## config.mk

```make
export PLATFORM = sky130hd
export DESIGN_NAME = text_line_number_and_escape_filter_top
export DESIGN_NICKNAME = d
export VERILOG_FILES = /design/src/rtl/tlef_pkg.sv /design/src/rtl/tlef_queue.sv /design/src/rtl/tlef_front.sv /design/src/rtl/tlef_back.sv /design/src/rtl/text_line_number_and_escape_filter_top.sv
export SDC_FILE = /design/constraint.sdc
export NUM_CORES = 1
export LEC_CHECK = 0
export BUFFER_PORTS_ARGS = -buffer_cell sky130_fd_sc_hd__buf_2
export CORE_MARGIN = 2
export CORE_UTILIZATION = 60
export DETAILED_ROUTE_END_ITERATION = 6
export HOLD_SLACK_MARGIN = 0.08
export PLACE_DENSITY = 0.9
export SETUP_SLACK_MARGIN = 0.5
export SYNTH_ARGS = -nofsm -noshare
export SYNTH_HDL_FRONTEND = slang
export SYNTH_SLANG_ARGS = --single-unit
```

## constraint.sdc

```tcl
create_clock -name i_clk -period 4 [get_ports i_clk]
set_input_delay 0.4 -clock i_clk [delete_from_list [all_inputs] [get_ports i_clk]]
set_output_delay 0.4 -clock i_clk [all_outputs]
set_load 0.01 [all_outputs]
```

## src/rtl/tlef_pkg.sv

```systemverilog
// ----------------------------------------------------------------------------
// Text line number and escape filter: shared definitions
// Character codes, register indexes, configuration and work descriptor types.
// ----------------------------------------------------------------------------
package tlef_pkg;

    // Default number of decimal digits in the line number.
    localparam int LINE_DIGITS_DEF = 6;
    // Default depth of the descriptor queue between front and back.
    localparam int DESC_DEPTH_DEF = 4;
    // Depth of the result queue that drives the output ports.
    localparam int OUT_DEPTH = 2;

    // Configuration register map.
    localparam int NUM_CFG = 6;
    localparam int CFG_ADDR_W = $clog2(NUM_CFG * 4);
    localparam int CFG_IDX_W = CFG_ADDR_W - 2;
    localparam int PDATA_W = 32;

    typedef enum logic [CFG_IDX_W-1:0] {
        CFG_NUMBER_NONBLANK  = 3'd0,
        CFG_NUMBER_ALL       = 3'd1,
        CFG_SQUEEZE_BLANK    = 3'd2,
        CFG_SHOW_ENDS        = 3'd3,
        CFG_SHOW_TABS        = 3'd4,
        CFG_SHOW_NONPRINTING = 3'd5
    } t_cfg_idx;

    // Character codes.
    localparam logic [7:0] CH_TAB      = 8'h09;
    localparam logic [7:0] CH_NL       = 8'h0A;
    localparam logic [7:0] CH_SPACE    = 8'h20;
    localparam logic [7:0] CH_DOLLAR   = 8'h24;
    localparam logic [7:0] CH_ZERO     = 8'h30;
    localparam logic [7:0] CH_QMARK    = 8'h3F;
    localparam logic [7:0] CH_I        = 8'h49;
    localparam logic [7:0] CH_CARET    = 8'h5E;
    localparam logic [7:0] CH_DEL      = 8'h7F;
    localparam logic [7:0] CTRL_MAX    = 8'd31;
    localparam logic [7:0] CTRL_OFFSET = 8'd64;

    localparam logic [3:0] BCD_NINE = 4'd9;

    // Mode flags as seen by the front.
    typedef struct packed {
        logic number_nonblank;
        logic number_all;
        logic squeeze_blank;
        logic show_ends;
        logic show_tabs;
        logic show_nonprinting;
    } t_cfg;

    // Control part of one work descriptor; the line number digits and the
    // blank mask travel beside it.
    typedef struct packed {
        logic       lead;    // digits (or blank padding) and a tab come first
        logic       dollar;  // a dollar sign before the character
        logic       caret;   // a caret before the character
        logic [7:0] ch;      // final character of the transaction
    } t_desc;

endpackage

```

## src/rtl/tlef_queue.sv

```systemverilog
// ----------------------------------------------------------------------------
// Text line number and escape filter: small queue
// Register-based first-in first-out queue with full and empty flags.
// ----------------------------------------------------------------------------
module tlef_queue #(
    parameter int WIDTH = 8,
    parameter int DEPTH = 2
) (
    input  logic             i_clk,
    input  logic             i_rst_n,
    input  logic             i_push,
    input  logic [WIDTH-1:0] i_data,
    input  logic             i_pop,
    output logic [WIDTH-1:0] o_data,
    output logic             o_full,
    output logic             o_empty
);

    localparam int PTR_W = (DEPTH > 1) ? $clog2(DEPTH) : 1;
    localparam int CNT_W = $clog2(DEPTH + 1);

    logic [WIDTH-1:0] r_mem [DEPTH];
    logic [PTR_W-1:0] r_wr, n_wr;
    logic [PTR_W-1:0] r_rd, n_rd;
    logic [CNT_W-1:0] r_cnt, n_cnt;

    always_comb begin
        n_wr  = r_wr;
        n_rd  = r_rd;
        n_cnt = r_cnt;
        if (i_push) begin
            n_wr = (r_wr == PTR_W'(DEPTH - 1)) ? '0 : r_wr + 1'b1;
        end
        if (i_pop) begin
            n_rd = (r_rd == PTR_W'(DEPTH - 1)) ? '0 : r_rd + 1'b1;
        end
        if (i_push && !i_pop) begin
            n_cnt = r_cnt + 1'b1;
        end else if (!i_push && i_pop) begin
            n_cnt = r_cnt - 1'b1;
        end
    end

    always_ff @(posedge i_clk) begin
        if (!i_rst_n) begin
            r_wr  <= '0;
            r_rd  <= '0;
            r_cnt <= '0;
        end else begin
            r_wr  <= n_wr;
            r_rd  <= n_rd;
            r_cnt <= n_cnt;
        end
    end

    always_ff @(posedge i_clk) begin
        if (i_push) begin
            r_mem[r_wr] <= i_data;
        end
    end

    assign o_data  = r_mem[r_rd];
    assign o_full  = (r_cnt == CNT_W'(DEPTH));
    assign o_empty = (r_cnt == '0);

    a_push_not_full : assert property (@(posedge i_clk) disable iff (!i_rst_n)
        i_push |-> !o_full) else $error("queue written while full");

    a_pop_not_empty : assert property (@(posedge i_clk) disable iff (!i_rst_n)
        i_pop |-> !o_empty) else $error("queue read while empty");

endmodule

```

## src/rtl/tlef_front.sv

```systemverilog
// ----------------------------------------------------------------------------
// Text line number and escape filter: front
// Classifies each input byte, keeps line state and the line counter, and
// writes one descriptor per byte that produces output.
// ----------------------------------------------------------------------------
module tlef_front #(
    parameter int LINE_DIGITS = tlef_pkg::LINE_DIGITS_DEF
) (
    input  logic                         i_clk,
    input  logic                         i_rst_n,
    input  tlef_pkg::t_cfg               i_cfg,
    input  logic                         i_acc,
    input  logic [7:0]                   i_data_byte,
    input  logic                         i_file_start,
    output logic                         o_push,
    output tlef_pkg::t_desc              o_desc,
    output logic [LINE_DIGITS-1:0][3:0]  o_digits,
    output logic [LINE_DIGITS-1:0]       o_blank
);

    logic                        r_prev_nl, n_prev_nl;
    logic                        r_seen, n_seen;
    logic [LINE_DIGITS-1:0][3:0] r_cnt, n_cnt;
    logic [LINE_DIGITS-1:0][3:0] cnt_one;
    logic [LINE_DIGITS-1:0][3:0] cnt_cur;
    logic [LINE_DIGITS-1:0][3:0] cnt_inc;
    logic [LINE_DIGITS:0]        carry;
    logic [LINE_DIGITS-1:0]      lead_zero;
    logic                        past_nl;
    logic                        seen_cur;
    logic                        now_nl;
    logic                        drop;
    logic                        num;
    logic                        pad;
    logic                        is_ctrl;
    logic                        tab_shown;

    always_comb begin
        cnt_one    = '0;
        cnt_one[0] = 4'd1;
    end

    assign past_nl  = i_file_start | r_prev_nl;
    assign seen_cur = !i_file_start & r_seen;
    assign cnt_cur  = i_file_start ? cnt_one : r_cnt;
    assign now_nl   = (i_data_byte == tlef_pkg::CH_NL);
    assign drop     = i_cfg.squeeze_blank & now_nl & past_nl & seen_cur;

    // Decimal increment: a digit steps when every lower digit is nine.
    // The counter holds once all digits are nine.
    always_comb begin
        carry[0] = 1'b1;
        for (int i = 0; i < LINE_DIGITS; i++) begin
            carry[i+1] = carry[i] & (cnt_cur[i] == tlef_pkg::BCD_NINE);
        end
        for (int i = 0; i < LINE_DIGITS; i++) begin
            if (carry[LINE_DIGITS] || !carry[i]) begin
                cnt_inc[i] = cnt_cur[i];
            end else if (cnt_cur[i] == tlef_pkg::BCD_NINE) begin
                cnt_inc[i] = 4'd0;
            end else begin
                cnt_inc[i] = cnt_cur[i] + 4'd1;
            end
        end
    end

    // Leading zeros are shown as spaces; the lowest digit always shows.
    always_comb begin
        lead_zero = '0;
        for (int i = LINE_DIGITS - 1; i > 0; i--) begin
            if (i == LINE_DIGITS - 1) begin
                lead_zero[i] = (cnt_cur[i] == 4'd0);
            end else begin
                lead_zero[i] = lead_zero[i+1] & (cnt_cur[i] == 4'd0);
            end
        end
    end

    always_comb begin
        if (i_cfg.number_nonblank) begin
            num = past_nl & !now_nl;
        end else begin
            num = i_cfg.number_all & past_nl;
        end
        pad       = i_cfg.show_ends & now_nl & i_cfg.number_nonblank & past_nl;
        tab_shown = i_cfg.show_tabs & (i_data_byte == tlef_pkg::CH_TAB);
        is_ctrl   = (i_data_byte <= tlef_pkg::CTRL_MAX) &&
                    (i_data_byte != tlef_pkg::CH_TAB) && (i_data_byte != tlef_pkg::CH_NL);

        o_desc.lead   = num | pad;
        o_desc.dollar = i_cfg.show_ends & now_nl;
        o_desc.caret  = tab_shown |
                        (i_cfg.show_nonprinting &
                         (is_ctrl | (i_data_byte == tlef_pkg::CH_DEL)));
        if (tab_shown) begin
            o_desc.ch = tlef_pkg::CH_I;
        end else if (i_cfg.show_nonprinting && is_ctrl) begin
            o_desc.ch = i_data_byte + tlef_pkg::CTRL_OFFSET;
        end else if (i_cfg.show_nonprinting && (i_data_byte == tlef_pkg::CH_DEL)) begin
            o_desc.ch = tlef_pkg::CH_QMARK;
        end else begin
            o_desc.ch = i_data_byte;
        end
        o_digits = cnt_cur;
        o_blank  = pad ? '1 : lead_zero;
        o_push   = i_acc & !drop;
    end

    always_comb begin
        n_prev_nl = r_prev_nl;
        n_seen    = r_seen;
        n_cnt     = r_cnt;
        if (i_acc) begin
            n_prev_nl = now_nl;
            if (i_cfg.squeeze_blank) begin
                n_seen = now_nl & past_nl;
            end else begin
                n_seen = seen_cur;
            end
            n_cnt = (!drop && num) ? cnt_inc : cnt_cur;
        end
    end

    always_ff @(posedge i_clk) begin
        if (!i_rst_n) begin
            r_prev_nl <= 1'b1;
            r_seen    <= 1'b0;
            r_cnt     <= cnt_one;
        end else begin
            r_prev_nl <= n_prev_nl;
            r_seen    <= n_seen;
            r_cnt     <= n_cnt;
        end
    end

    a_drop_keeps_count : assert property (@(posedge i_clk) disable iff (!i_rst_n)
        (i_acc && drop && !i_file_start) |=> (r_cnt == $past(r_cnt)))
        else $error("dropped newline changed the line counter");

endmodule

```

## src/rtl/tlef_back.sv

```systemverilog
// ----------------------------------------------------------------------------
// Text line number and escape filter: back
// Expands each descriptor into its output bytes, one byte per cycle while the result queue has room.
// ----------------------------------------------------------------------------
module tlef_back #(
    parameter int LINE_DIGITS = tlef_pkg::LINE_DIGITS_DEF
) (
    input  logic                         i_clk,
    input  logic                         i_rst_n,
    input  logic                         i_desc_valid,
    input  tlef_pkg::t_desc              i_desc,
    input  logic [LINE_DIGITS-1:0][3:0]  i_digits,
    input  logic [LINE_DIGITS-1:0]       i_blank,
    input  logic                         i_out_full,
    output logic                         o_desc_pop,
    output logic                         o_emit,
    output logic [7:0]                   o_byte,
    output logic                         o_last
);

    localparam int POS_W = (LINE_DIGITS > 1) ? $clog2(LINE_DIGITS) : 1;

    typedef enum logic [4:0] {
        ST_DIGIT  = 5'b00001,
        ST_TAB    = 5'b00010,
        ST_DOLLAR = 5'b00100,
        ST_CARET  = 5'b01000,
        ST_CHAR   = 5'b10000
    } t_bstate;

    logic                        r_busy, n_busy;
    t_bstate                     r_state, n_state;
    logic [POS_W-1:0]            r_pos, n_pos;
    tlef_pkg::t_desc             r_desc;
    logic [LINE_DIGITS-1:0][3:0] r_digits;
    logic [LINE_DIGITS-1:0]      r_blank;
    logic                        load;
    t_bstate                     first_state;
    t_bstate                     after_tab;

    assign o_emit     = r_busy & !i_out_full;
    assign o_last     = (r_state == ST_CHAR);
    assign load       = i_desc_valid & (!r_busy | (o_emit & o_last));
    assign o_desc_pop = load;

    always_comb begin
        if (i_desc.lead) begin
            first_state = ST_DIGIT;
        end else if (i_desc.dollar) begin
            first_state = ST_DOLLAR;
        end else if (i_desc.caret) begin
            first_state = ST_CARET;
        end else begin
            first_state = ST_CHAR;
        end
        if (r_desc.dollar) begin
            after_tab = ST_DOLLAR;
        end else if (r_desc.caret) begin
            after_tab = ST_CARET;
        end else begin
            after_tab = ST_CHAR;
        end
    end

    always_comb begin
        unique case (r_state)
            ST_DIGIT: begin
                o_byte = r_blank[r_pos] ? tlef_pkg::CH_SPACE
                                        : tlef_pkg::CH_ZERO + {4'b0000, r_digits[r_pos]};
            end
            ST_TAB:    o_byte = tlef_pkg::CH_TAB;
            ST_DOLLAR: o_byte = tlef_pkg::CH_DOLLAR;
            ST_CARET:  o_byte = tlef_pkg::CH_CARET;
            ST_CHAR:   o_byte = r_desc.ch;
            default:   o_byte = r_desc.ch;
        endcase
    end

    always_comb begin
        n_busy  = r_busy;
        n_state = r_state;
        n_pos   = r_pos;
        if (load) begin
            n_busy  = 1'b1;
            n_state = first_state;
            n_pos   = POS_W'(LINE_DIGITS - 1);
        end else if (o_emit) begin
            unique case (r_state)
                ST_DIGIT: begin
                    if (r_pos == '0) begin
                        n_state = ST_TAB;
                    end else begin
                        n_pos = r_pos - 1'b1;
                    end
                end
                ST_TAB:    n_state = after_tab;
                ST_DOLLAR: n_state = r_desc.caret ? ST_CARET : ST_CHAR;
                ST_CARET:  n_state = ST_CHAR;
                ST_CHAR:   n_busy  = 1'b0;
                default:   n_busy  = 1'b0;
            endcase
        end
    end

    always_ff @(posedge i_clk) begin
        if (!i_rst_n) begin
            r_busy  <= 1'b0;
            r_state <= ST_CHAR;
            r_pos   <= '0;
        end else begin
            r_busy  <= n_busy;
            r_state <= n_state;
            r_pos   <= n_pos;
        end
    end

    always_ff @(posedge i_clk) begin
        if (load) begin
            r_desc   <= i_desc;
            r_digits <= i_digits;
            r_blank  <= i_blank;
        end
    end

    a_digits_end_in_tab : assert property (@(posedge i_clk) disable iff (!i_rst_n)
        (o_emit && !load && (r_state == ST_DIGIT) && (r_pos == '0)) |=> (r_state == ST_TAB))
        else $error("line number not followed by a tab");

    a_no_load_midway : assert property (@(posedge i_clk) disable iff (!i_rst_n)
        (r_busy && (r_state != ST_CHAR)) |-> !o_desc_pop)
        else $error("descriptor taken before the previous one finished");

endmodule

```

## src/rtl/text_line_number_and_escape_filter_top.sv

```systemverilog
// ----------------------------------------------------------------------------
// Text line number and escape filter: top level
// Line numbering, blank squeezing, end marking and caret escaping of a byte stream.
// ----------------------------------------------------------------------------
//  Channel   Handshake             Payload
//  input     push / full           i_data_byte, i_file_start
//  result    empty / pop           o_out_byte, o_last_of_run
//  config    psel/penable/pwrite   paddr, pwdata, prdata (pready tied high)
//
//  Each input byte becomes one to LINE_DIGITS+3 output bytes, or none for a
//  squeezed newline. While the result queue has room, the back writes one
//  output byte per cycle and takes no new descriptor before the last byte of
//  the current one, so a plain byte stream runs at one transaction per cycle.
//  The descriptor queue (DESC_DEPTH entries) lets the front keep accepting
//  while the back expands a line number; full rises once it is filled.
//  Reset is synchronous, active low, and returns the line state and the mode
//  registers to their initial values; no clearing pass is needed.
// ----------------------------------------------------------------------------
module text_line_number_and_escape_filter_top #(
    parameter int LINE_DIGITS = tlef_pkg::LINE_DIGITS_DEF,
    parameter int DESC_DEPTH  = tlef_pkg::DESC_DEPTH_DEF
) (
    input  logic                            i_clk,
    input  logic                            i_rst_n,
    // Input queue side.
    input  logic                            push,
    output logic                            full,
    input  logic [7:0]                      i_data_byte,
    input  logic                            i_file_start,
    // Result queue side.
    output logic                            empty,
    input  logic                            pop,
    output logic [7:0]                      o_out_byte,
    output logic                            o_last_of_run,
    // Configuration port.
    input  logic                            psel,
    input  logic                            penable,
    input  logic                            pwrite,
    input  logic [tlef_pkg::CFG_ADDR_W-1:0] paddr,
    input  logic [tlef_pkg::PDATA_W-1:0]    pwdata,
    output logic [tlef_pkg::PDATA_W-1:0]    prdata,
    output logic                            pready
);

    localparam int DESC_W = $bits(tlef_pkg::t_desc);
    localparam int DQ_W   = 4 * LINE_DIGITS + LINE_DIGITS + DESC_W;

    // Mode registers.
    tlef_pkg::t_cfg                r_cfg;
    logic                          cfg_wr;
    logic [tlef_pkg::CFG_IDX_W-1:0] cfg_idx;

    // Front to descriptor queue.
    logic                          in_acc;
    logic                          f_push;
    tlef_pkg::t_desc               f_desc;
    logic [LINE_DIGITS-1:0][3:0]   f_digits;
    logic [LINE_DIGITS-1:0]        f_blank;
    logic [DQ_W-1:0]               dq_wdata;
    logic [DQ_W-1:0]               dq_rdata;
    logic                          dq_full;
    logic                          dq_empty;

    // Back to result queue.
    logic                          b_pop;
    logic                          b_emit;
    logic [7:0]                    b_byte;
    logic                          b_last;
    logic                          oq_full;
    logic [8:0]                    oq_rdata;

    // A write completes in the access phase; pready is always high.
    assign pready  = 1'b1;
    assign cfg_idx = paddr[tlef_pkg::CFG_ADDR_W-1:2];
    assign cfg_wr  = psel & penable & pwrite & pready;

    always_ff @(posedge i_clk) begin
        if (!i_rst_n) begin
            r_cfg <= '0;
        end else if (cfg_wr) begin
            unique case (cfg_idx)
                tlef_pkg::CFG_NUMBER_NONBLANK:  r_cfg.number_nonblank  <= pwdata[0];
                tlef_pkg::CFG_NUMBER_ALL:       r_cfg.number_all       <= pwdata[0];
                tlef_pkg::CFG_SQUEEZE_BLANK:    r_cfg.squeeze_blank    <= pwdata[0];
                tlef_pkg::CFG_SHOW_ENDS:        r_cfg.show_ends        <= pwdata[0];
                tlef_pkg::CFG_SHOW_TABS:        r_cfg.show_tabs        <= pwdata[0];
                tlef_pkg::CFG_SHOW_NONPRINTING: r_cfg.show_nonprinting <= pwdata[0];
                default: ;
            endcase
        end
    end

    // Reads return the selected flag in bit 0; unmapped addresses read zero.
    always_comb begin
        prdata = '0;
        unique case (cfg_idx)
            tlef_pkg::CFG_NUMBER_NONBLANK:  prdata[0] = r_cfg.number_nonblank;
            tlef_pkg::CFG_NUMBER_ALL:       prdata[0] = r_cfg.number_all;
            tlef_pkg::CFG_SQUEEZE_BLANK:    prdata[0] = r_cfg.squeeze_blank;
            tlef_pkg::CFG_SHOW_ENDS:        prdata[0] = r_cfg.show_ends;
            tlef_pkg::CFG_SHOW_TABS:        prdata[0] = r_cfg.show_tabs;
            tlef_pkg::CFG_SHOW_NONPRINTING: prdata[0] = r_cfg.show_nonprinting;
            default:                        prdata    = '0;
        endcase
    end

    // The front accepts whenever the descriptor queue has room, even for a
    // byte that turns out to be squeezed away.
    assign full   = dq_full;
    assign in_acc = push & !dq_full;

    tlef_front #(
        .LINE_DIGITS (LINE_DIGITS)
    ) u_front (
        .i_clk        (i_clk),
        .i_rst_n      (i_rst_n),
        .i_cfg        (r_cfg),
        .i_acc        (in_acc),
        .i_data_byte  (i_data_byte),
        .i_file_start (i_file_start),
        .o_push       (f_push),
        .o_desc       (f_desc),
        .o_digits     (f_digits),
        .o_blank      (f_blank)
    );

    assign dq_wdata = {f_digits, f_blank, f_desc};

    tlef_queue #(
        .WIDTH (DQ_W),
        .DEPTH (DESC_DEPTH)
    ) u_desc_q (
        .i_clk   (i_clk),
        .i_rst_n (i_rst_n),
        .i_push  (f_push),
        .i_data  (dq_wdata),
        .i_pop   (b_pop),
        .o_data  (dq_rdata),
        .o_full  (dq_full),
        .o_empty (dq_empty)
    );

    tlef_back #(
        .LINE_DIGITS (LINE_DIGITS)
    ) u_back (
        .i_clk        (i_clk),
        .i_rst_n      (i_rst_n),
        .i_desc_valid (!dq_empty),
        .i_desc       (dq_rdata[DESC_W-1:0]),
        .i_digits     (dq_rdata[DQ_W-1 -: 4*LINE_DIGITS]),
        .i_blank      (dq_rdata[DESC_W +: LINE_DIGITS]),
        .i_out_full   (oq_full),
        .o_desc_pop   (b_pop),
        .o_emit       (b_emit),
        .o_byte       (b_byte),
        .o_last       (b_last)
    );

    // The result queue registers every output byte, so the back keeps
    // running while the consumer takes the previous transaction.
    tlef_queue #(
        .WIDTH (9),
        .DEPTH (tlef_pkg::OUT_DEPTH)
    ) u_out_q (
        .i_clk   (i_clk),
        .i_rst_n (i_rst_n),
        .i_push  (b_emit),
        .i_data  ({b_last, b_byte}),
        .i_pop   (pop & !empty),
        .o_data  (oq_rdata),
        .o_full  (oq_full),
        .o_empty (empty)
    );

    assign o_out_byte    = oq_rdata[7:0];
    assign o_last_of_run = oq_rdata[8];

endmodule
```

==> run_results.csv, run 1 <==
group,metric,value,unit
run_status,status,"complete, no violations",
cells_and_area,antenna-diode-count,0,
cells_and_area,fin_util,0.671,
grt,globalRouteTotalUtil,0.248,
power,pwr-share-seq,0.478,
synthesis,synth.avg_cell_area,14.0,um^2
worst_hold_path,hold_path.startpoint,"i_data_byte[4]",
power,power.share.clock,0.312,
flow_run,max_cap_viol_count,0,
timing,rsz0062_at_grt,"no",
clocking,max-clock-path-buffers,3,
setup_path,cpPeakStageDelay,0.61,ns
die,number_of_cell_rows,52,
power,leakage_power_summed_over_all_cells,4.64,nW
die,ioPinCount,97,
power,max-vdd-ir-drop,0.000352,V
grt,grt_pass1_wl,41.5,mm
routing,num_vias,7563,
grt,grt_pass1_vias,7285,
placed_design,detailed_place_hpwl,16.1,mm
timing,final.min_clock_period,2.87,ns
grt,grt_remaining_overflow,0,
synthesis,ys.flop_type,"sky130_fd_sc_hd__edfxtp_1",
timing,timing_worst_slew_pin_value,1.12,ns
power,comb_power_share,0.210,
clocking,cts_tree,"done",
die,start_util,0.608,
routing,wire_per_inst,22.4,um
routing,drc_errors,0,
routing,firstDrtPassIters,6,
setup_path,timing.critical_path.slowest_stage_cell,"sky130_fd_sc_hd__nor3_1",
die,floorplan.core_area,20100,um^2
power,p_per_area,649,nW/um^2
synthesis,netlist_instances,872,
cells_and_area,drive_above_1_share,0.186,
clocking,clock_sink_count,277,
worst_hold_path,whs_path_depth,1,
timing,hold_viol_final,0,
timing,timing.fmax,0.348,GHz
routing,antenna_nets_post_route,0,
setup_path,cp.arrival,3.34,ns
setup_path,worstPathMaxFanout,10,
clocking,ctsResizeCount,0,
timing,report.final.slew_viol_count,0,
die,chipHeight,147,um
setup_path,startpoint_class_of_the_critical_path,"register",
routing,vias_per_cell,6.41,
die,die_w,147,um
placed_design,gp_congestion,0.827,
cells_and_area,layout_commonest_cell,"sky130_fd_sc_hd__edfxtp_1",
cells_and_area,sequential_cell_area,7770,um^2
timing,worst_clk_skew,0.0188,ns
setup_path,setup.worst_path.start,"u_desc_q.r_cnt[0]$_SDFFE_PN0P_",
clocking,postCtsSetupBuffers,0,
cells_and_area,final_nets,954,
clocking,worstSkewPairLatency,0.54,ns
die,die_area,21500,um^2
placed_design,portBuffers,31,
cells_and_area,most-common-layout-cells,"222 x sky130_fd_sc_hd__edfxtp_1, 57 x sky130_fd_sc_hd__nor2_1, 53 x sky130_fd_sc_hd__dfxtp_1",
timing,relSlewSlack,0.256,
setup_path,r2r.worst_path.cells,8,
setup_path,worstReg2RegEnd,"u_desc_q.r_cnt[2]$_SDFFE_PN0P_",
clocking,number_of_h_tree_levels,1,
worst_hold_path,min_to,"u_desc_q.r_mem[1][4]$_DFFE_PP_",
synthesis,synthArstFlopShare,0,
synthesis,synth-seq-area-share,0.636,
setup_path,path_class,"reg2reg",
timing,final_min_period_over_clock_period,0.718,
cells_and_area,multiInputGateArea,3990,um^2
synthesis,register_bit_count_reported_by_yosys,277,
setup_path,required_time_of_the_critical_path,4.46,ns
cells_and_area,final.fill_count,1263,
clocking,cts_root_buffer,"sky130_fd_sc_hd__clkbuf_16",
clocking,cts.clk_slew.worst_paths,0.06,ns
setup_path,r2r_setup_slack,1.13,ns
cells_and_area,areaGrowthSynthToFinish,10.4,%
synthesis,syn-cell-area,12200,um^2
grt,largest_net_degree_at_the_start_of_global_routing,45,
synthesis,synth_enable_flop_cells,222,
power,p_sw,0.00247,W
setup_path,setup_crit_end_kind,"register",
setup_path,path_cells,"nor3_1 -> a21o_1 -> ha_1 -> inv_1 -> fa_1 -> xor2_1 -> or3_1 -> a21oi_1",
synthesis,synth_cell_type_count,76,
power,cell_internal_pwr,0.00628,W
setup_path,rr_startpoint,"u_desc_q.r_cnt[0]$_SDFFE_PN0P_",
power,switching_share,0.282,
timing,setup_viol_count_final,0,
routing,route.final.wire_length,26.5,mm
worst_hold_path,worst_hold_path_type,"in2reg",
clocking,tritoncts.num_buffers,28,
grt,grt_antenna_before_repair,0,
timing,setup_total_negative_slack,0,ns
synthesis,ys_warn_count,0,
routing,drt-initial-drc-count,851,
clocking,cts_hold_repair.buffers,0,
routing by layer:
metal / up-vias / track usage / part of all wire
met5: - / 0 / 0
met4: 0 / 0.0825 / 0.028
met3: 61 / 0.0425 / 0.081
met2: 434 / 0.425 / 0.51
met1: 3773 / 0.326 / 0.38
li1: 3295 / - / -
registers in the layout, summed over array words and instances, names as in the netlist, named ones only:
| register | flops |
|---|---|
| u_out_q.r_wr | 1 |
| u_desc_q.r_rd | 2 |
| u_front.r_seen | 1 |
| u_front.r_prev_nl | 1 |
| u_back.r_busy | 1 |
| u_back.r_blank | 6 |
| u_desc_q.r_cnt | 3 |
| u_front.r_cnt | 24 |
| u_out_q.r_mem | 18 |
| u_back.r_digits | 24 |
| u_desc_q.r_wr | 2 |
| u_back.r_pos | 3 |
| u_desc_q.r_mem | 164 |
| r_cfg | 6 |
| u_out_q.r_rd | 1 |
| u_out_q.r_cnt | 2 |
| u_back.r_state | 5 |
| u_back.r_desc | 10 |
power by group through the flow:
stage,logic (W),clock network [W],registers (W)
3_3_place_gp,0.00172,0,0.00418
5_1_grt,0.00200,0.00286,0.00424
6_report,0.00184,0.00273,0.00418
4_1_cts,0.00184,0.00275,0.00419
2_1_floorplan,0.00150,0,0.00396
3_5_place_dp,0.00180,0,0.00423
critical path: cells and delay by family (launching register included):
kind	cells	cell delay (ns)
flops	1	0.36
fa+ha+maj	2	0.67
xor+xnor	1	0.17
buf+inv	1	0.07
compound gates	2	0.61
simple gates	2	0.93
per-stage QoR:
step	total power (W)	hold WS, ns	instance area, um^2	worst slack (ns)	std cells
after global routing	0.00910	0.113	13500	0.956	1180
after floorplan	0.00547	0.446	12300	1.03	902
final	0.00875	0.116	13500	1.13	1180
after detailed placement	0.00602	0.464	12500	0.801	1128
after global placement	0.00590	0.454	12500	0.905	1128
after CTS	0.00878	0.108	13500	1.21	1180
synth_stat cells, types with 5 or more instances:
cell                       number  area [um^2]
sky130_fd_sc_hd__xor2_1         7         61.3
sky130_fd_sc_hd__or3_1          5         31.3
sky130_fd_sc_hd__o31ai_1        6         45.0
sky130_fd_sc_hd__o22ai_1        9         56.3
sky130_fd_sc_hd__o21ai_0       22          110
sky130_fd_sc_hd__o32ai_1        5         43.8
sky130_fd_sc_hd__buf_4         32          240
sky130_fd_sc_hd__dfxtp_1       55         1100
sky130_fd_sc_hd__inv_1         29          109
sky130_fd_sc_hd__and2_1        11         68.8
sky130_fd_sc_hd__buf_1         11         41.3
sky130_fd_sc_hd__a31oi_1       13         81.3
sky130_fd_sc_hd__nand4b_1       5         43.8
sky130_fd_sc_hd__buf_2          7         35.0
sky130_fd_sc_hd__nor2_1        57          214
sky130_fd_sc_hd__and3_1        10         62.6
sky130_fd_sc_hd__nand2_1       52          195
sky130_fd_sc_hd__xnor2_1        5         43.8
sky130_fd_sc_hd__clkbuf_1      37          139
sky130_fd_sc_hd__nand3b_1       5         37.5
sky130_fd_sc_hd__mux2i_1       19          190
sky130_fd_sc_hd__o21ai_1        5         25.0
sky130_fd_sc_hd__nand3_1       20          100
sky130_fd_sc_hd__a21oi_1       26          130
sky130_fd_sc_hd__nor2b_1       23          144
sky130_fd_sc_hd__nor3_1        11         55.1
sky130_fd_sc_hd__edfxtp_1     222         6670
sky130_fd_sc_hd__mux2_2        13          146
sky130_fd_sc_hd__a22oi_1        5         37.5
sky130_fd_sc_hd__nand2b_1       6         37.5
sky130_fd_sc_hd__ha_1          12          150
sky130_fd_sc_hd__mux4_2        46         1040
sky130_fd_sc_hd__nand4_1        8         50.1
worst max-delay path by stage:
stage,end,slack [ns],cells after the start
floorplan,u_desc_q.r_mem[3][0]$_DFFE_PP_,1.03,7
global placement,u_desc_q.r_cnt[2]$_SDFFE_PN0P_,0.90,12
detailed placement,u_desc_q.r_cnt[2]$_SDFFE_PN0P_,0.80,12
CTS,u_desc_q.r_cnt[2]$_SDFFE_PN0P_,1.21,8
global route,u_desc_q.r_cnt[2]$_SDFFE_PN0P_,0.96,8
finish,u_desc_q.r_cnt[2]$_SDFFE_PN0P_,1.13,8
cells by family (layout without fill, tap and decap cells):
logic type | after synthesis | after routing | synth area share
xor gates and xnor gates | 12 | 12 | 0.00860
AOI/OAI and AO/OA | 127 | 127 | 0.0685
buffers and inverters | 117 | 125 | 0.0471
muxes | 78 | 78 | 0.112
other | 2 | 32 | 0.000615
and+or+nand+nor | 246 | 246 | 0.113
DFF | 277 | 277 | 0.636
adders and majority gates | 13 | 13 | 0.0139
cell type report:
| cell class | instances | area share |
|---|---|---|
| repair buffers | 44 | 0.0224 |
| clock buffers | 36 | 0.0580 |
| clock inverters | 16 | 0.0146 |
| multi-input cells | 508 | 0.296 |
| inverters | 29 | 0.00807 |
| well taps | 270 | 0.0250 |
| flip-flops and latches | 277 | 0.576 |
Power figures use the tool's default switching activity.
==> run 2, diff against run 1 <==
--- a/config.mk
+++ b/config.mk
@@ -5,6 +5,7 @@
 export SDC_FILE = /design/constraint.sdc
 export NUM_CORES = 1
 export LEC_CHECK = 0
+export ABC_AREA = 1
 export BUFFER_PORTS_ARGS = -buffer_cell sky130_fd_sc_hd__buf_2
 export CORE_MARGIN = 2
 export CORE_UTILIZATION = 60
==> constraint.sdc (replaced) <==
create_clock -name i_clk -period 2.8 [get_ports i_clk]
set_input_delay 0.28 -clock i_clk [delete_from_list [all_inputs] [get_ports i_clk]]
set_output_delay 0.28 -clock i_clk [all_outputs]
set_load 0.01 [all_outputs]
==> run 2 against run 1 <==
- critical path type unchanged
- register-to-register slack got worse by 0.52 ns
- highest routed layer unchanged
- routed wire length increased by 5.6%
- global-route usage increased by 0.97 points
- design area grew 0.13%
- sequential share of layout area down 0.084 points
==> run_results.csv, run 2 <==
group,metric,value,unit
run_status,status,"complete, no violations",
setup_path,worstPathMaxFanout,3,
clocking,number_of_h_tree_levels,1,
timing,final.min_clock_period,2.20,ns
synthesis,synth_cell_type_count,50,
timing,report.final.slew_viol_count,0,
timing,hold_viol_final,0,
synthesis,ys_warn_count,0,
routing,firstDrtPassIters,6,
placed_design,gp_congestion,0.925,
die,chipHeight,146,um
die,die_w,146,um
setup_path,setup_crit_end_kind,"register",
cells_and_area,final.fill_count,1331,
routing,drt-initial-drc-count,1097,
synthesis,synth-seq-area-share,0.639,
setup_path,cp.arrival,2.62,ns
routing,route.final.wire_length,28.0,mm
timing,timing_worst_slew_pin_value,0.787,ns
cells_and_area,max_flop_register,"u_desc_q.r_mem",
synthesis,synth.avg_cell_area,10.5,um^2
clocking,tritoncts.num_buffers,27,
setup_path,cpLargestDelayFamily,"adder cells",
setup_path,path_cells,"nor2_2 -> inv_1 -> o21ai_2 -> inv_2 -> nand2_2 -> inv_1 -> ha_1 -> inv_1 -> fa_1 -> o21ai_0 -> a21oi_1",
cells_and_area,areaGrowthSynthToFinish,11.2,%
clocking,cts_root_buffer,"sky130_fd_sc_hd__clkbuf_16",
routing,top_signal_layer_used,"met4",
setup_path,worstReg2RegEnd,"u_desc_q.r_cnt[1]$_SDFFE_PN0P_",
die,number_of_cell_rows,52,
setup_path,r2r.worst_path.cells,11,
grt,grt_pass1_vias,8656,
clocking,cts_tree,"done",
setup_path,timing.critical_path.slowest_stage_cell,"sky130_fd_sc_hd__fa_1",
cells_and_area,drive_above_1_share,0.115,
setup_path,startpoint_class_of_the_critical_path,"register",
setup_path,r2r_setup_slack,0.60,ns
placed_design,detailed_place_hpwl,16.3,mm
timing,relSlewSlack,0.473,
synthesis,synthArstFlopShare,0,
synthesis,synth_enable_flop_cells,222,
power,total_power,0.0125,W
synthesis,yosys.cell_count.top_type,"sky130_fd_sc_hd__edfxtp_1",
routing,met1Wirelength,10.2,mm
worst_hold_path,worst_hold_path_type,"in2reg",
synthesis,ys.flop_type,"sky130_fd_sc_hd__edfxtp_1",
cells_and_area,multiInputGateArea,3670,um^2
worst_hold_path,min_to,"r_cfg[1]$_SDFFE_PN0P_",
synthesis,yosys.area.top_type,"sky130_fd_sc_hd__edfxtp_1",
routing,wl_met2,14.2,mm
routing,antenna_nets_post_route,0,
die,start_util,0.606,
clocking,worstSkewPairLatency,0.55,ns
clocking,clock_sink_count,277,
timing,timing.fmax,0.455,GHz
setup_path,required_time_of_the_critical_path,3.23,ns
routing,route.met3.wl,2.51,mm
clocking,postCtsSetupBuffers,0,
setup_path,rr_startpoint,"u_desc_q.r_cnt[0]$_SDFFE_PN0P_",
placed_design,portBuffers,31,
timing,setup_total_negative_slack,0,ns
synthesis,register_bit_count_reported_by_yosys,277,
setup_path,path_class,"reg2reg",
flow_run,max_cap_viol_count,0,
worst_hold_path,whs_path_depth,3,
cells_and_area,final_nets,1264,
routing,vias_per_cell,6.02,
die,die_area,21400,um^2
timing,rsz0062_at_grt,"no",
synthesis,syn-cell-area,12200,um^2
timing,setup_viol_count_final,0,
cells_and_area,finish.instance_area,13500,um^2
grt,grt_remaining_overflow,0,
power,max-vdd-ir-drop,0.000463,V
routing,wire_per_inst,18.8,um
clocking,max-clock-path-buffers,3,
cells_and_area,layout_commonest_cell,"sky130_fd_sc_hd__edfxtp_1",
worst_hold_path,hold_path.startpoint,"paddr[3]",
placed_design,post_dp_cell_area,12600,um^2
cells_and_area,most-common-layout-cells,"222 x sky130_fd_sc_hd__edfxtp_1, 166 x sky130_fd_sc_hd__nor2_1, 142 x sky130_fd_sc_hd__o21ai_0",
cells_and_area,antenna-diode-count,0,
setup_path,path_common_cell,"sky130_fd_sc_hd__inv_1",
die,floorplan.core_area,20000,um^2
routing,drc_errors,0,
setup_path,critPathBufInv,4,
setup_path,cpPeakStageDelay,0.42,ns
timing,final_min_period_over_clock_period,0.784,
synthesis,proportion_of_netlist_area_held_by_the_largest_area_contributor,0.549,
grt,grt_pass1_wl,43.9,mm
grt,globalRouteTotalUtil,0.258,
grt,largest_net_degree_at_the_start_of_global_routing,45,
cells_and_area,top_regs,"u_desc_q.r_mem x164, u_back.r_digits x24, u_front.r_cnt x24",
synthesis,post_synth_main_area_contributors,"sky130_fd_sc_hd__edfxtp_1 55%, sky130_fd_sc_hd__dfxtp_1 9.1%, sky130_fd_sc_hd__o21ai_0 5.9%, sky130_fd_sc_hd__nor2_1 5.4%, sky130_fd_sc_hd__inv_1 3.4%",
power,leakage_power_summed_over_all_cells,4.93,nW
cells_and_area,largest_register_ffs,164,
grt,grt_antenna_before_repair,0,
clocking,cts.clk_slew.worst_paths,0.06,ns
synthesis,netlist_instances,1155,
cells_and_area,fin_util,0.674,
die,ioPinCount,97,
synthesis,most_frequent_cells_after_synthesis,"222 x sky130_fd_sc_hd__edfxtp_1, 174 x sky130_fd_sc_hd__nor2_1, 144 x sky130_fd_sc_hd__o21ai_0",
routing,num_vias,8957,
power,p_per_area,924,nW/um^2
cells_and_area,sequential_cell_area,7770,um^2
timing,worst_clk_skew,0.0195,ns
-- run 2: cell types whose count changed after synthesis, moves of 28 or more --
cell                      before  now
sky130_fd_sc_hd__a21oi_1      26   54
sky130_fd_sc_hd__o22ai_1       9   46
sky130_fd_sc_hd__inv_1        29  109
sky130_fd_sc_hd__o21ai_0      22  144
sky130_fd_sc_hd__nand2_1      52  107
sky130_fd_sc_hd__nand3_1      20   50
sky130_fd_sc_hd__nor2_1       57  174
sky130_fd_sc_hd__mux4_2       46    0
-- run 2: report_power, final --
part / leakage (nW) / internal, W / switching, W
clock: 0.402 / 0.00201 / 0.00147
combinational: 2.08 / 0.000932 / 0.00233
sequential: 2.46 / 0.00546 / 0.000282
total: 4.93 / 0.00840 / 0.00408
-- run 2: kinds of logic after synthesis --
family	after synthesis	synth area share
mux	9	0.00834
xor+xnor	2	0.00144
other cells	2	0.000618
flops	277	0.639
buf+inv	196	0.0727
fa+ha+maj	13	0.0140
compound gates	268	0.120
simple gates	388	0.143
-- run 2: layout make-up --
type                       count  share of cell area
inverter                     113              0.0317
tap                          270              0.0250
clock inverter                 7             0.00667
timing repair buffer          67              0.0343
multi-input combinational    712               0.272
clock buffer                  43              0.0552
sequential                   277               0.575
-- run 2: worst max-delay path by stage --
stage | from | end | slack (ns) | depth (start not counted)
2_1_floorplan | i_data_byte[7] | u_desc_q.r_mem[0][0]$_DFFE_PP_ | 0.31 | 9
6_report | u_desc_q.r_cnt[0]$_SDFFE_PN0P_ | u_desc_q.r_cnt[1]$_SDFFE_PN0P_ | 0.60 | 11
3_5_place_dp | i_data_byte[6] | u_desc_q.r_cnt[1]$_SDFFE_PN0P_ | 0.29 | 15
5_1_grt | u_desc_q.r_cnt[0]$_SDFFE_PN0P_ | u_desc_q.r_cnt[1]$_SDFFE_PN0P_ | 0.50 | 11
4_1_cts | u_back.r_state[2]$_SDFFE_PN0P_ | u_desc_q.r_cnt[1]$_SDFFE_PN0P_ | 0.63 | 9
3_3_place_gp | i_data_byte[7] | u_desc_q.r_cnt[1]$_SDFFE_PN0P_ | 0.40 | 15
-- run 2: timing repair --
action | CTS | global route
hold buffers | 10 | 0
endpoints found under the setup margin | 0 | 10
gates resized for setup | 0 | 8
hold endpoints to repair | 26 | 0
-- run 2: per-layer routing --
layer | track usage | vias up
li1 | - | 4065
met1 | 0.318 | 4192
met2 | 0.458 | 600
met3 | 0.0359 | 100
met4 | 0.108 | 0
met5 | 0 | -
-- run 2: worst reg2reg max path, stage by stage (launching register included) --
cell and delay (ns):
sky130_fd_sc_hd__dfxtp_1 0.36, sky130_fd_sc_hd__nor2_2 0.15, sky130_fd_sc_hd__inv_1 0.08, sky130_fd_sc_hd__o21ai_2 0.24
sky130_fd_sc_hd__inv_2 0.09, sky130_fd_sc_hd__nand2_2 0.08, sky130_fd_sc_hd__inv_1 0.07, sky130_fd_sc_hd__ha_1 0.20
sky130_fd_sc_hd__inv_1 0.10, sky130_fd_sc_hd__fa_1 0.42, sky130_fd_sc_hd__o21ai_0 0.21, sky130_fd_sc_hd__a21oi_1 0.07
-- run 2: metrics by stage --
step	hold slack, ns	instances	worst slack (ns)
6_report	0.108	1489	0.604
4_1_cts	0.0854	1489	0.627
2_1_floorplan	0.418	1185	0.308
3_3_place_gp	0.452	1429	0.396
3_5_place_dp	0.451	1429	0.293
5_1_grt	0.161	1489	0.504
